`src/hw/rtl/uotdf_pkg.sv`:
```
// ----------------------------------------------------------------------------
// uotdf_pkg: shared types and codes for the stream deframer
// Address type codes for the handshake and packet headers, byte roles,
// address kinds and error codes.
// ----------------------------------------------------------------------------
package uotdf_pkg;

  typedef logic [7:0] byte_t;
  typedef logic [1:0] role_t;
  typedef logic [1:0] kind_t;
  typedef logic [1:0] err_t;

  // byte roles
  localparam role_t ROLE_CTRL = 2'd0;
  localparam role_t ROLE_ADDR = 2'd1;
  localparam role_t ROLE_DATA = 2'd2;

  // address kinds
  localparam kind_t KIND_V4  = 2'd0;
  localparam kind_t KIND_V6  = 2'd1;
  localparam kind_t KIND_DOM = 2'd2;

  // error codes
  localparam err_t ERR_NONE     = 2'd0;
  localparam err_t ERR_HS_TYPE  = 2'd1;
  localparam err_t ERR_PKT_TYPE = 2'd2;
  localparam err_t ERR_EMPTY    = 2'd3;

  // handshake address type bytes
  localparam byte_t HS_ATYPE_V4  = 8'h01;
  localparam byte_t HS_ATYPE_V6  = 8'h04;
  localparam byte_t HS_ATYPE_DOM = 8'h03;

  // per-packet address type bytes
  localparam byte_t PKT_ATYPE_V4  = 8'h00;
  localparam byte_t PKT_ATYPE_V6  = 8'h01;
  localparam byte_t PKT_ATYPE_DOM = 8'h02;

  // address sizes in bytes
  localparam byte_t V4_BYTES = 8'd4;
  localparam byte_t V6_BYTES = 8'd16;

  // ipv4-mapped ipv6 prefix: ten zero bytes, then two 0xff bytes
  localparam logic [15:0] MAP_ZERO_END = 16'd10;
  localparam logic [15:0] MAP_FF_END   = 16'd12;
  localparam byte_t       MAP_FF_BYTE  = 8'hff;

endpackage

```
`src/hw/rtl/uot_stream_deframer.sv`:
```
// ----------------------------------------------------------------------------
// uot_stream_deframer: udp-over-tcp stream deframer
// Takes the tunnel stream one byte per item. Parses the handshake (connect
// flag, socks address, port) and then the data frames (optional per-packet
// address and port, 16-bit length, payload). Each byte gives one result item
// that tags its role and echoes address and payload bytes.
//
// Usage:
//   item channel: item_valid/item_ready with in_byte.
//   result channel: res_valid/res_ready with the result fields.
//   A byte taken shows its result in the next cycle. Throughput is one byte
//   per clock unless the receiver stalls; all parsing is a single layer
//   of logic between the parser state registers and the result register.
//   A finished result waits in the result register while the receiver
//   stalls; item_ready stays high as long as that register is empty or is
//   being drained in the same cycle, so a stall of the receiver stalls the
//   sender by exactly one register.
//   Reset (rst, synchronous) empties the result register and puts the parser
//   back to the connect flag byte of the handshake with all fields cleared.
//   After a bad address type or an empty domain the error sticks until reset;
//   later bytes still produce results, with accepted low.
// ----------------------------------------------------------------------------
module uot_stream_deframer (
  input  logic                  clk,
  input  logic                  rst,
  // item channel
  input  logic                  item_valid,
  output logic                  item_ready,
  input  uotdf_pkg::byte_t      in_byte,
  // result channel
  output logic                  res_valid,
  input  logic                  res_ready,
  output logic                  accepted,
  output uotdf_pkg::role_t      byte_role,
  output uotdf_pkg::byte_t      pass_byte,
  output uotdf_pkg::kind_t      addr_kind,
  output logic                  addr_mapped_v4,
  output logic                  connect_mode,
  output logic [15:0]           dest_port,
  output logic [15:0]           frame_length,
  output logic                  frame_done,
  output logic                  handshake_part,
  output uotdf_pkg::err_t       error_code
);

  import uotdf_pkg::*;

  typedef enum logic [3:0] {
    ST_HS_CONN,
    ST_HS_ATYPE,
    ST_HS_ADDR,
    ST_HS_DLEN,
    ST_HS_DOM,
    ST_HS_PORT,
    ST_D_LEN1,
    ST_D_LEN2,
    ST_D_DATA,
    ST_D_ADDR,
    ST_D_DLEN,
    ST_D_DOM,
    ST_D_PORT
  } state_t;

  // parser state
  state_t      state, state_next;
  logic [15:0] fcount, fcount_next;
  byte_t       fneed, fneed_next;
  logic        conn, conn_next;
  logic        pseen, pseen_next;
  logic        sticky, sticky_next;
  err_t        err_reg, err_reg_next;
  logic [15:0] port, port_next;
  logic [15:0] len, len_next;
  logic        mtrack, mtrack_next;
  kind_t       kind, kind_next;

  // per-byte result
  logic        r_acc, r_mapped, r_done, r_hs;
  role_t       r_role;
  byte_t       r_pass;
  err_t        r_err;

  logic        take;
  logic        do_atype;
  logic        atype_hs;
  logic [15:0] count_inc;
  byte_t       c4, c6, cd;

  assign take      = item_valid && item_ready;
  assign item_ready = !res_valid || res_ready;
  assign count_inc = fcount + 16'd1;
  assign atype_hs  = (state == ST_HS_ATYPE);
  assign c4 = atype_hs ? HS_ATYPE_V4  : PKT_ATYPE_V4;
  assign c6 = atype_hs ? HS_ATYPE_V6  : PKT_ATYPE_V6;
  assign cd = atype_hs ? HS_ATYPE_DOM : PKT_ATYPE_DOM;

  // parse one byte
  always_comb begin
    state_next   = state;
    fcount_next  = fcount;
    fneed_next   = fneed;
    conn_next    = conn;
    pseen_next   = pseen;
    sticky_next  = sticky;
    err_reg_next = err_reg;
    port_next    = port;
    len_next     = len;
    mtrack_next  = mtrack;
    kind_next    = kind;
    r_acc    = 1'b1;
    r_role   = ROLE_CTRL;
    r_pass   = '0;
    r_mapped = 1'b0;
    r_done   = 1'b0;
    r_hs     = 1'b0;
    r_err    = ERR_NONE;
    do_atype = 1'b0;

    if (sticky) begin
      r_acc = 1'b0;
      r_err = err_reg;
    end else begin
      case (state)
        ST_HS_ATYPE: begin
          r_hs     = 1'b1;
          do_atype = 1'b1;
        end
        ST_HS_ADDR, ST_D_ADDR: begin
          r_hs   = (state == ST_HS_ADDR);
          r_role = ROLE_ADDR;
          r_pass = in_byte;
          if (kind == KIND_V6) begin
            if (fcount < MAP_ZERO_END) begin
              if (in_byte != 8'h00) mtrack_next = 1'b0;
            end else if (fcount < MAP_FF_END) begin
              if (in_byte != MAP_FF_BYTE) mtrack_next = 1'b0;
            end
          end
          fcount_next = count_inc;
          if (count_inc >= {8'h00, fneed}) begin
            if (kind == KIND_V6) r_mapped = mtrack_next;
            fcount_next = '0;
            fneed_next  = '0;
            state_next  = (state == ST_HS_ADDR) ? ST_HS_PORT : ST_D_PORT;
          end
        end
        ST_HS_DLEN, ST_D_DLEN: begin
          r_hs = (state == ST_HS_DLEN);
          if (in_byte == 8'h00) begin
            sticky_next  = 1'b1;
            err_reg_next = ERR_EMPTY;
            r_err        = ERR_EMPTY;
          end else begin
            fneed_next  = in_byte;
            fcount_next = '0;
            state_next  = (state == ST_HS_DLEN) ? ST_HS_DOM : ST_D_DOM;
          end
        end
        ST_HS_DOM, ST_D_DOM: begin
          r_hs   = (state == ST_HS_DOM);
          r_role = ROLE_ADDR;
          r_pass = in_byte;
          fcount_next = count_inc;
          if (count_inc >= {8'h00, fneed}) begin
            fcount_next = '0;
            fneed_next  = '0;
            state_next  = (state == ST_HS_DOM) ? ST_HS_PORT : ST_D_PORT;
          end
        end
        ST_HS_PORT, ST_D_PORT: begin
          r_hs = (state == ST_HS_PORT);
          if (fcount == 16'd0) begin
            fneed_next  = in_byte;
            fcount_next = 16'd1;
          end else begin
            port_next   = {fneed, in_byte};
            fcount_next = '0;
            fneed_next  = '0;
            if (state == ST_HS_PORT) r_done = 1'b1;
            else pseen_next = 1'b1;
            state_next = ST_D_LEN1;
          end
        end
        ST_D_LEN1: begin
          if (!conn && !pseen) begin
            do_atype = 1'b1;
          end else begin
            len_next   = {in_byte, 8'h00};
            state_next = ST_D_LEN2;
          end
        end
        ST_D_LEN2: begin
          len_next    = len | {8'h00, in_byte};
          fcount_next = '0;
          fneed_next  = '0;
          if (len_next == 16'd0) begin
            r_done     = 1'b1;
            pseen_next = 1'b0;
            state_next = ST_D_LEN1;
          end else begin
            state_next = ST_D_DATA;
          end
        end
        ST_D_DATA: begin
          r_role = ROLE_DATA;
          r_pass = in_byte;
          fcount_next = count_inc;
          if (count_inc >= len) begin
            r_done      = 1'b1;
            pseen_next  = 1'b0;
            fcount_next = '0;
            state_next  = ST_D_LEN1;
          end
        end
        default: begin
          r_hs        = 1'b1;
          conn_next   = (in_byte != 8'h00);
          fcount_next = '0;
          fneed_next  = '0;
          state_next  = ST_HS_ATYPE;
        end
      endcase

      // address type byte, handshake or per-packet
      if (do_atype) begin
        fcount_next = '0;
        fneed_next  = '0;
        mtrack_next = 1'b1;
        if (in_byte == c4) begin
          kind_next  = KIND_V4;
          fneed_next = V4_BYTES;
          state_next = atype_hs ? ST_HS_ADDR : ST_D_ADDR;
        end else if (in_byte == c6) begin
          kind_next  = KIND_V6;
          fneed_next = V6_BYTES;
          state_next = atype_hs ? ST_HS_ADDR : ST_D_ADDR;
        end else if (in_byte == cd) begin
          kind_next  = KIND_DOM;
          state_next = atype_hs ? ST_HS_DLEN : ST_D_DLEN;
        end else begin
          sticky_next  = 1'b1;
          err_reg_next = atype_hs ? ERR_HS_TYPE : ERR_PKT_TYPE;
          r_err        = err_reg_next;
        end
      end
    end
  end

  // parser state registers
  always_ff @(posedge clk) begin
    if (rst) begin
      state   <= ST_HS_CONN;
      fcount  <= '0;
      fneed   <= '0;
      conn    <= 1'b0;
      pseen   <= 1'b0;
      sticky  <= 1'b0;
      err_reg <= ERR_NONE;
      port    <= '0;
      len     <= '0;
      mtrack  <= 1'b1;
      kind    <= KIND_V4;
    end else if (take) begin
      state   <= state_next;
      fcount  <= fcount_next;
      fneed   <= fneed_next;
      conn    <= conn_next;
      pseen   <= pseen_next;
      sticky  <= sticky_next;
      err_reg <= err_reg_next;
      port    <= port_next;
      len     <= len_next;
      mtrack  <= mtrack_next;
      kind    <= kind_next;
    end
  end

  // result register valid
  always_ff @(posedge clk) begin
    if (rst) begin
      res_valid <= 1'b0;
    end else if (take) begin
      res_valid <= 1'b1;
    end else if (res_ready) begin
      res_valid <= 1'b0;
    end
  end

  // result register payload
  always_ff @(posedge clk) begin
    if (take) begin
      accepted       <= r_acc;
      byte_role      <= r_role;
      pass_byte      <= r_pass;
      addr_kind      <= kind_next;
      addr_mapped_v4 <= r_mapped;
      connect_mode   <= conn_next;
      dest_port      <= port_next;
      frame_length   <= len_next;
      frame_done     <= r_done;
      handshake_part <= r_hs;
      error_code     <= r_err;
    end
  end

  // the error never clears without reset
  a_sticky_holds: assert property (@(posedge clk) disable iff (rst)
    sticky |=> sticky)
    else $error("sticky error cleared");

  // a byte that is not consumed always carries an error code
  a_refused_has_err: assert property (@(posedge clk) disable iff (rst)
    res_valid && !accepted |-> error_code != ERR_NONE)
    else $error("refused byte without error code");

  // the mapped flag only marks an ipv6 address byte
  a_mapped_v6: assert property (@(posedge clk) disable iff (rst)
    res_valid && addr_mapped_v4 |-> addr_kind == KIND_V6 && byte_role == ROLE_ADDR)
    else $error("mapped flag outside ipv6 address");

  // a full result register that is not drained blocks new items
  a_stall_blocks: assert property (@(posedge clk) disable iff (rst)
    res_valid && !res_ready |-> !item_ready)
    else $error("item taken while result stalled");

endmodule

```
`config.mk`:
```
export PLATFORM = sky130hd
export DESIGN_NAME = uot_stream_deframer
export DESIGN_NICKNAME = d
export VERILOG_FILES = /design/src/hw/rtl/uotdf_pkg.sv /design/src/hw/rtl/uot_stream_deframer.sv
export SDC_FILE = /design/constraint.sdc
export NUM_CORES = 1
export LEC_CHECK = 0
export ABC_CLOCK_PERIOD_IN_PS = 5030
export BUFFER_PORTS_ARGS = -buffer_cell sky130_fd_sc_hd__buf_2
export CAP_MARGIN = 20
export CORE_MARGIN = 2
export CORE_UTILIZATION = 45
export CTS_CLUSTER_DIAMETER = 50
export DETAILED_ROUTE_END_ITERATION = 7
export PLACE_DENSITY = 0.62
export SLEW_MARGIN = 5
export SYNTH_ARGS = -nofsm -noshare
export SYNTH_HDL_FRONTEND = slang
export SYNTH_SLANG_ARGS = --single-unit
```
`constraint.sdc`:
```
create_clock -name clk -period 5.03 [get_ports clk]
set_clock_uncertainty 0.2 [all_clocks]
set_input_delay 0.2515 -clock clk [delete_from_list [all_inputs] [get_ports clk]]
set_output_delay 0.2515 -clock clk [all_outputs]
set_load 0.02 [all_outputs]
```
==> flow_metrics.env, run 1 <==
export IMPL_drt_pass1_iterations=6
export IMPL_initial_core_util=0.458
export IMPL_yosys_top_cells_area="edfxtp_1 23%, dfxtp_1 21%, nand2_1 5.9%, nor2_1 5.0%, ha_1 4.9%"
export IMPL_finalHoldViolCount=0
export IMPL_met1_usage=0.309
export IMPL_die_h_um=125
export IMPL_gr_usage_met2=0.362
export IMPL_clockBufferDepth=2
export IMPL_grt_pass1_wl_um=28200
export IMPL_synth_top_area_frac=0.231
export IMPL_hpwl_um=12100
export IMPL_tightestPinTransition_ns=0.971
export IMPL_clk_pin_slew_worst_paths_ns=0.05
export IMPL_endpoint_kind="flip-flop"
export IMPL_cts_hold_buf=5
export IMPL_grt_setup_unrepaired="false"
export IMPL_worstPathArrival_ns=4.30
export IMPL_synthArstFlopShare=0
export IMPL_fin_nets=842
export IMPL_synth_compound_area_frac=0.153
export IMPL_cap_violations=0
export IMPL_fin_crit_sh=0.832
export IMPL_diodes=0
export IMPL_synth_cell_types=75
export IMPL_fin_area_sq_um=7640
export IMPL_synth_xor_area_frac=0.0198
export IMPL_fillers=1336
export IMPL_start_kind="flip-flop"
export IMPL_gr_total_overflow=0
export IMPL_rows=44
export IMPL_synth_edf_count=51
export IMPL_criticalPathCategory="flip-flop to flip-flop"
export IMPL_ir_worst_vdd_uv=258
export IMPL_synth_warnings=0
export IMPL_fin_setup_tns_ns=0
export IMPL_synth_nets=796
export IMPL_drt_vias_per_instance=5.72
export IMPL_core_area_sq_um=14500
export IMPL_ant_nets=0
export IMPL_synthSimpleGateAreaFrac=0.246
export IMPL_synthCells=758
export IMPL_cts_setup_buffers=0
export IMPL_outcome="finished clean"
export IMPL_grt_busiest_layer="met2"
export IMPL_die_area_sq_um=15700
export IMPL_syn_area_sq_um=6630
export IMPL_routed_wl_um=17700
export IMPL_port_buffers=64
export IMPL_synth_largest_area_cell="edfxtp_1"
export IMPL_yosys_area_share_adder=0.0490
export IMPL_ys_seq_elements=120
export IMPL_cts_tree="yes"
export IMPL_htree_levels=4
export IMPL_grt_usage=0.227
export IMPL_hold_path_class="primary input to flip-flop"
export IMPL_clock_latency_ns=0.42
export IMPL_dpl_cell_area_sq_um=6960
export IMPL_setup_viol=0
export IMPL_cp_required_ns=5.15
export IMPL_slew_violations=0
export IMPL_r2r_setup_slack_ns=0.85
export IMPL_area_growth_pct=15.2
export IMPL_synthTopCellsByCount="105 x nand2_1, 89 x nor2_1, 69 x dfxtp_1, 60 x a21oi_1, 51 x edfxtp_1"
export IMPL_powerDensity_nw_per_um2=349
export IMPL_numCtsBuffers=17
export IMPL_vias=5724
export IMPL_cts_root_buf="clkbuf_16"
export IMPL_synth_mux_area_frac=0.0319
export IMPL_wl_per_cell_um=17.7
export IMPL_drc=0
export IMPL_power_leakage_nw=2.94
export IMPL_ys_flop_type="dfxtp_1"
export IMPL_drt_iter0_drc=607
export IMPL_syn_area_per_cell_sq_um=8.75
export IMPL_fmax_ghz=0.239
export IMPL_dieWidth_um=125
export IMPL_synth_seq_area_share=0.439
export IMPL_ctsResizeCount=0
export IMPL_path_max_fanout=18
export IMPL_grt_pass1_vias=5382
export IMPL_layout_min_cycle_time_ns=4.18
export IMPL_grt_max_degree=53
export IMPL_synth_top_family_by_area="simple AND/OR/NAND/NOR gates"
export IMPL_use_met3=0.0466
export IMPL_slew_headroom=0.348
export IMPL_synth_most_common_cell="nand2_1"
export IMPL_numClockSinks=120
export IMPL_layout_drive_gt1_share=0.186
export IMPL_gp_congestion=0.972
export IMPL_io_pins=65
export IMPL_antenna_found_initial=0
cells by family after synthesis:
family / count (synthesis)
buffers and inverters: 84
multiplexers: 19
XOR/XNOR: 15
adder cells (fa/ha/maj): 26
AND/OR/NAND/NOR: 335
flip-flops: 120
AO/OA/AOI/OAI: 159
critical path, stage by stage, from the launching register on:
cell      delay, ns
dfxtp_1        0.56
nand3_1        0.28
nor2_1         0.18
xor2_1         0.32
ha_1           0.32
a21o_1         0.19
a21o_1         0.17
a221o_1        0.34
a211oi_1       0.43
nand2_4        0.16
o21ai_4        0.54
a31oi_1        0.18
o21ai_0        0.22
worst paths after layout:
path,end,startpoint,cells after the start
setup / recovery,fcount[8],fcount[2],12
hold / removal,len[15],in_byte[7],3
setup reg to reg,fcount[8],fcount[2],12
hold reg to reg,mtrack,mtrack,2
final cells by class:
| type | count | area, sq um | share of cell area |
|---|---|---|---|
| Inverter | 36 | 135 | 0.0177 |
| Tap cell | 184 | 230 | 0.0301 |
| Multi-Input combinational cell | 554 | 3320 | 0.434 |
| Clock inverter | 8 | 145 | 0.0190 |
| Timing Repair Buffer | 75 | 415 | 0.0544 |
| Sequential cell | 120 | 2910 | 0.381 |
| Clock buffer | 24 | 482 | 0.0631 |
report_power, final:
| part | leakage (nW) | total [mW] | switching [mW] | internal [mW] |
|---|---|---|---|---|
| sequential | 1.07 | 1.09 | 0.0280 | 1.06 |
| clock | 0.302 | 1.29 | 0.423 | 0.867 |
| combinational | 1.57 | 0.283 | 0.193 | 0.0902 |
metal layers:
layer  wire [um]  part of all wire  up-vias
li1            -                 -     2773
met4         248             0.014        0
met1        8150              0.46     2718
met3        1040             0.059       18
met2        8250              0.47      215
met5           0                 0        -
through the flow:
stage | worst slack (ns) | std cells | hold WS (ns) | util | power (mW)
final | 0.847 | 1001 | 0.0338 | 0.528 | 2.67
after global routing | 0.518 | 1001 | 0.0392 | 0.528 | 2.76
after CTS | 0.909 | 1001 | 0.0169 | 0.528 | 2.68
after detailed placement | 0.922 | 964 | 0.247 | 0.481 | 1.39
after global placement | 1.06 | 964 | 0.244 | 0.481 | 1.39
after floorplan | 1.43 | 758 | 0.181 | - | 1.31
cell usage in the layout (no fill, tap or decap), types with 17 or more instances in the layout:
cell type	count
nor2_1	89
clkbuf_16	17
ha_1	26
mux2_2	17
inv_1	35
nor3_1	32
edfxtp_1	51
nand2_1	105
dfxtp_1	69
o21ai_0	30
nand3_1	20
buf_2	64
a21oi_1	60
Power figures use the tool's default switching activity.
==> run 2, diff against run 1 <==
--- a/config.mk
+++ b/config.mk
@@ -5,7 +5,7 @@
 export SDC_FILE = /design/constraint.sdc
 export NUM_CORES = 1
 export LEC_CHECK = 0
-export ABC_CLOCK_PERIOD_IN_PS = 5030
+export ABC_CLOCK_PERIOD_IN_PS = 3900
 export BUFFER_PORTS_ARGS = -buffer_cell sky130_fd_sc_hd__buf_2
 export CAP_MARGIN = 20
 export CORE_MARGIN = 2
==> constraint.sdc (replaced) <==
create_clock -name clk -period 3.9 [get_ports clk]
set_clock_uncertainty 0.2 [all_clocks]
set_input_delay 0.195 -clock clk [delete_from_list [all_inputs] [get_ports clk]]
set_output_delay 0.195 -clock clk [all_outputs]
set_load 0.02 [all_outputs]
==> flow_metrics.env, run 2 (same netlist as run 1, synthesis figures left out) <==
export IMPL_grt_max_degree=81
export IMPL_max_stage_delay_ns=0.68
export IMPL_rows=44
export IMPL_dp_cells=977
export IMPL_cts_tree="yes"
export IMPL_cap_violations=0
export IMPL_final_cells=1019
export IMPL_drt_vias_per_instance=5.73
export IMPL_cts_root_buf="clkbuf_16"
export IMPL_wl_per_cell_um=17.8
export IMPL_whs_endpoint="fcount[4]"
export IMPL_fin_crit_sh=0.914
export IMPL_drc=0
export IMPL_die_area_sq_um=15700
export IMPL_ant_nets=0
export IMPL_htree_levels=4
export IMPL_layout_drive_gt1_share=0.206
export IMPL_r2r_end="fcount[0]"
export IMPL_slew_headroom=0.365
export IMPL_tightestPinTransition_ns=0.946
export IMPL_gp_congestion=0.971
export IMPL_worstPathArrival_ns=3.70
export IMPL_clockBufferDepth=2
export IMPL_start_kind="flip-flop"
export IMPL_diodes=0
export IMPL_grt_setup_unrepaired="false"
export IMPL_crit_chain="nand4_2 -> or4_1 -> xnor2_1 -> ha_1 -> a21o_1 -> a21o_1 -> a21oi_1 -> o2111ai_1 -> o21ai_4 -> buf_12 -> nand2_1 -> a221oi_2"
export IMPL_initial_core_util=0.458
export IMPL_dieWidth_um=125
export IMPL_slew_violations=0
export IMPL_drt_pass1_iterations=6
export IMPL_routed_wl_um=18200
export IMPL_outcome="finished clean"
export IMPL_holdPathStages=2
export IMPL_antenna_found_initial=0
export IMPL_cp_top_family="compound AO/OA/AOI/OAI gates"
export IMPL_numCtsBuffers=17
export IMPL_path_buf_inv=1
export IMPL_grt_usage=0.233
export IMPL_layout_min_cycle_time_ns=3.56
export IMPL_die_h_um=125
export IMPL_r2r_cells=12
export IMPL_fin_nets=860
export IMPL_multi_input_area_sq_um=3330
export IMPL_fmax_ghz=0.281
export IMPL_mostFrequentLayoutCell="nand2_1"
export IMPL_fin_setup_tns_ns=0
export IMPL_ir_worst_vdd_uv=295
export IMPL_hpwl_um=12600
export IMPL_criticalPathCategory="flip-flop to flip-flop"
export IMPL_port_buffers=64
export IMPL_clk_pin_slew_worst_paths_ns=0.06
export IMPL_gr_total_overflow=0
export IMPL_final_util=0.543
export IMPL_setup_viol=0
export IMPL_drt_iter0_drc=650
export IMPL_vias=5841
export IMPL_clock_latency_ns=0.43
export IMPL_core_area_sq_um=14500
export IMPL_path_common_cell="a21o_1"
export IMPL_grt_pass1_wl_um=29100
export IMPL_hold_path_class="primary input to flip-flop"
export IMPL_grt_pass1_vias=5442
export IMPL_finalHoldViolCount=0
export IMPL_io_pins=65
export IMPL_numClockSinks=120
export IMPL_area_growth_pct=18.5
export IMPL_path_max_fanout=18
export IMPL_final_cell_mix="105 x nand2_1, 89 x nor2_1, 68 x dfxtp_1, 64 x buf_2, 60 x a21oi_1"
export IMPL_cp_required_ns=4.04
export IMPL_power_leakage_nw=3.05
export IMPL_seq_area_sq_um=2910
export IMPL_powerDensity_nw_per_um2=459
export IMPL_slowest_stage="or4_1"
export IMPL_r2r_start="fcount[4]"
export IMPL_r2r_setup_slack_ns=0.34
export IMPL_fillers=1317
export IMPL_hold_start="rst"
export IMPL_endpoint_kind="flip-flop"
run 2: how the worst max path moves through the flow:
stage                         start        end  slack [ns]  cells after the start
after CTS                 fcount[2]  fcount[0]        0.23                     14
after detailed placement  fcount[2]  fcount[0]        0.24                     14
after global routing      fcount[4]  fcount[3]       0.006                     14
after floorplan           fcount[2]   fneed[2]        0.30                     13
final                     fcount[4]  fcount[0]        0.34                     12
after global placement    fcount[2]  fcount[0]        0.30                     14
run 2: layout make-up:
class | instances | area share
Inverter | 36 | 0.0172
Tap cell | 184 | 0.0293
Clock inverter | 15 | 0.0314
Sequential cell | 120 | 0.371
Timing Repair Buffer | 93 | 0.0732
Clock buffer | 17 | 0.0541
Multi-Input combinational cell | 554 | 0.424
run 2: worst reg2reg max path, cell delays in order, from the launching register on:
cell	delay, ns
dfxtp_1	0.45
nand4_2	0.21
or4_1	0.68
xnor2_1	0.24
ha_1	0.28
a21o_1	0.18
a21o_1	0.17
a21oi_1	0.24
o2111ai_1	0.24
o21ai_4	0.13
buf_12	0.18
nand2_1	0.10
a221oi_2	0.20
run 2: routing by layer:
| metal | global-route usage | wire length (um) |
|---|---|---|
| met1 | 0.328 | 8530 |
| met3 | 0.0492 | 1040 |
| met2 | 0.363 | 8310 |
| met4 | 0.0699 | 280 |
| met5 | 0 | 0 |
run 2: power breakdown:
| part | internal (mW) | switching [mW] |
|---|---|---|
| Combinational | 0.128 | 0.261 |
| Sequential | 1.37 | 0.0308 |
| Clock | 1.20 | 0.614 |
| Total | 2.70 | 0.906 |
run 2: through the flow:
step | area, sq um | hold slack [ns] | power, mW | worst slack (ns)
floorplan | 6630 | 0.124 | 1.69 | 0.305
global placement | 7070 | 0.241 | 1.80 | 0.302
detailed placement | 7070 | 0.258 | 1.81 | 0.238
CTS | 7850 | 0.165 | 3.63 | 0.234
global route | 7860 | 0.213 | 3.72 | 0.00626
finish | 7860 | 0.183 | 3.61 | 0.337
run 2: repair_timing:
action                                 4_1_cts  5_1_grt
resized for setup                            0        4
setup buffers                                0        0
setup endpoints to repair                    0       11
endpoints found under the hold margin        9        0
hold buffers                                10        0
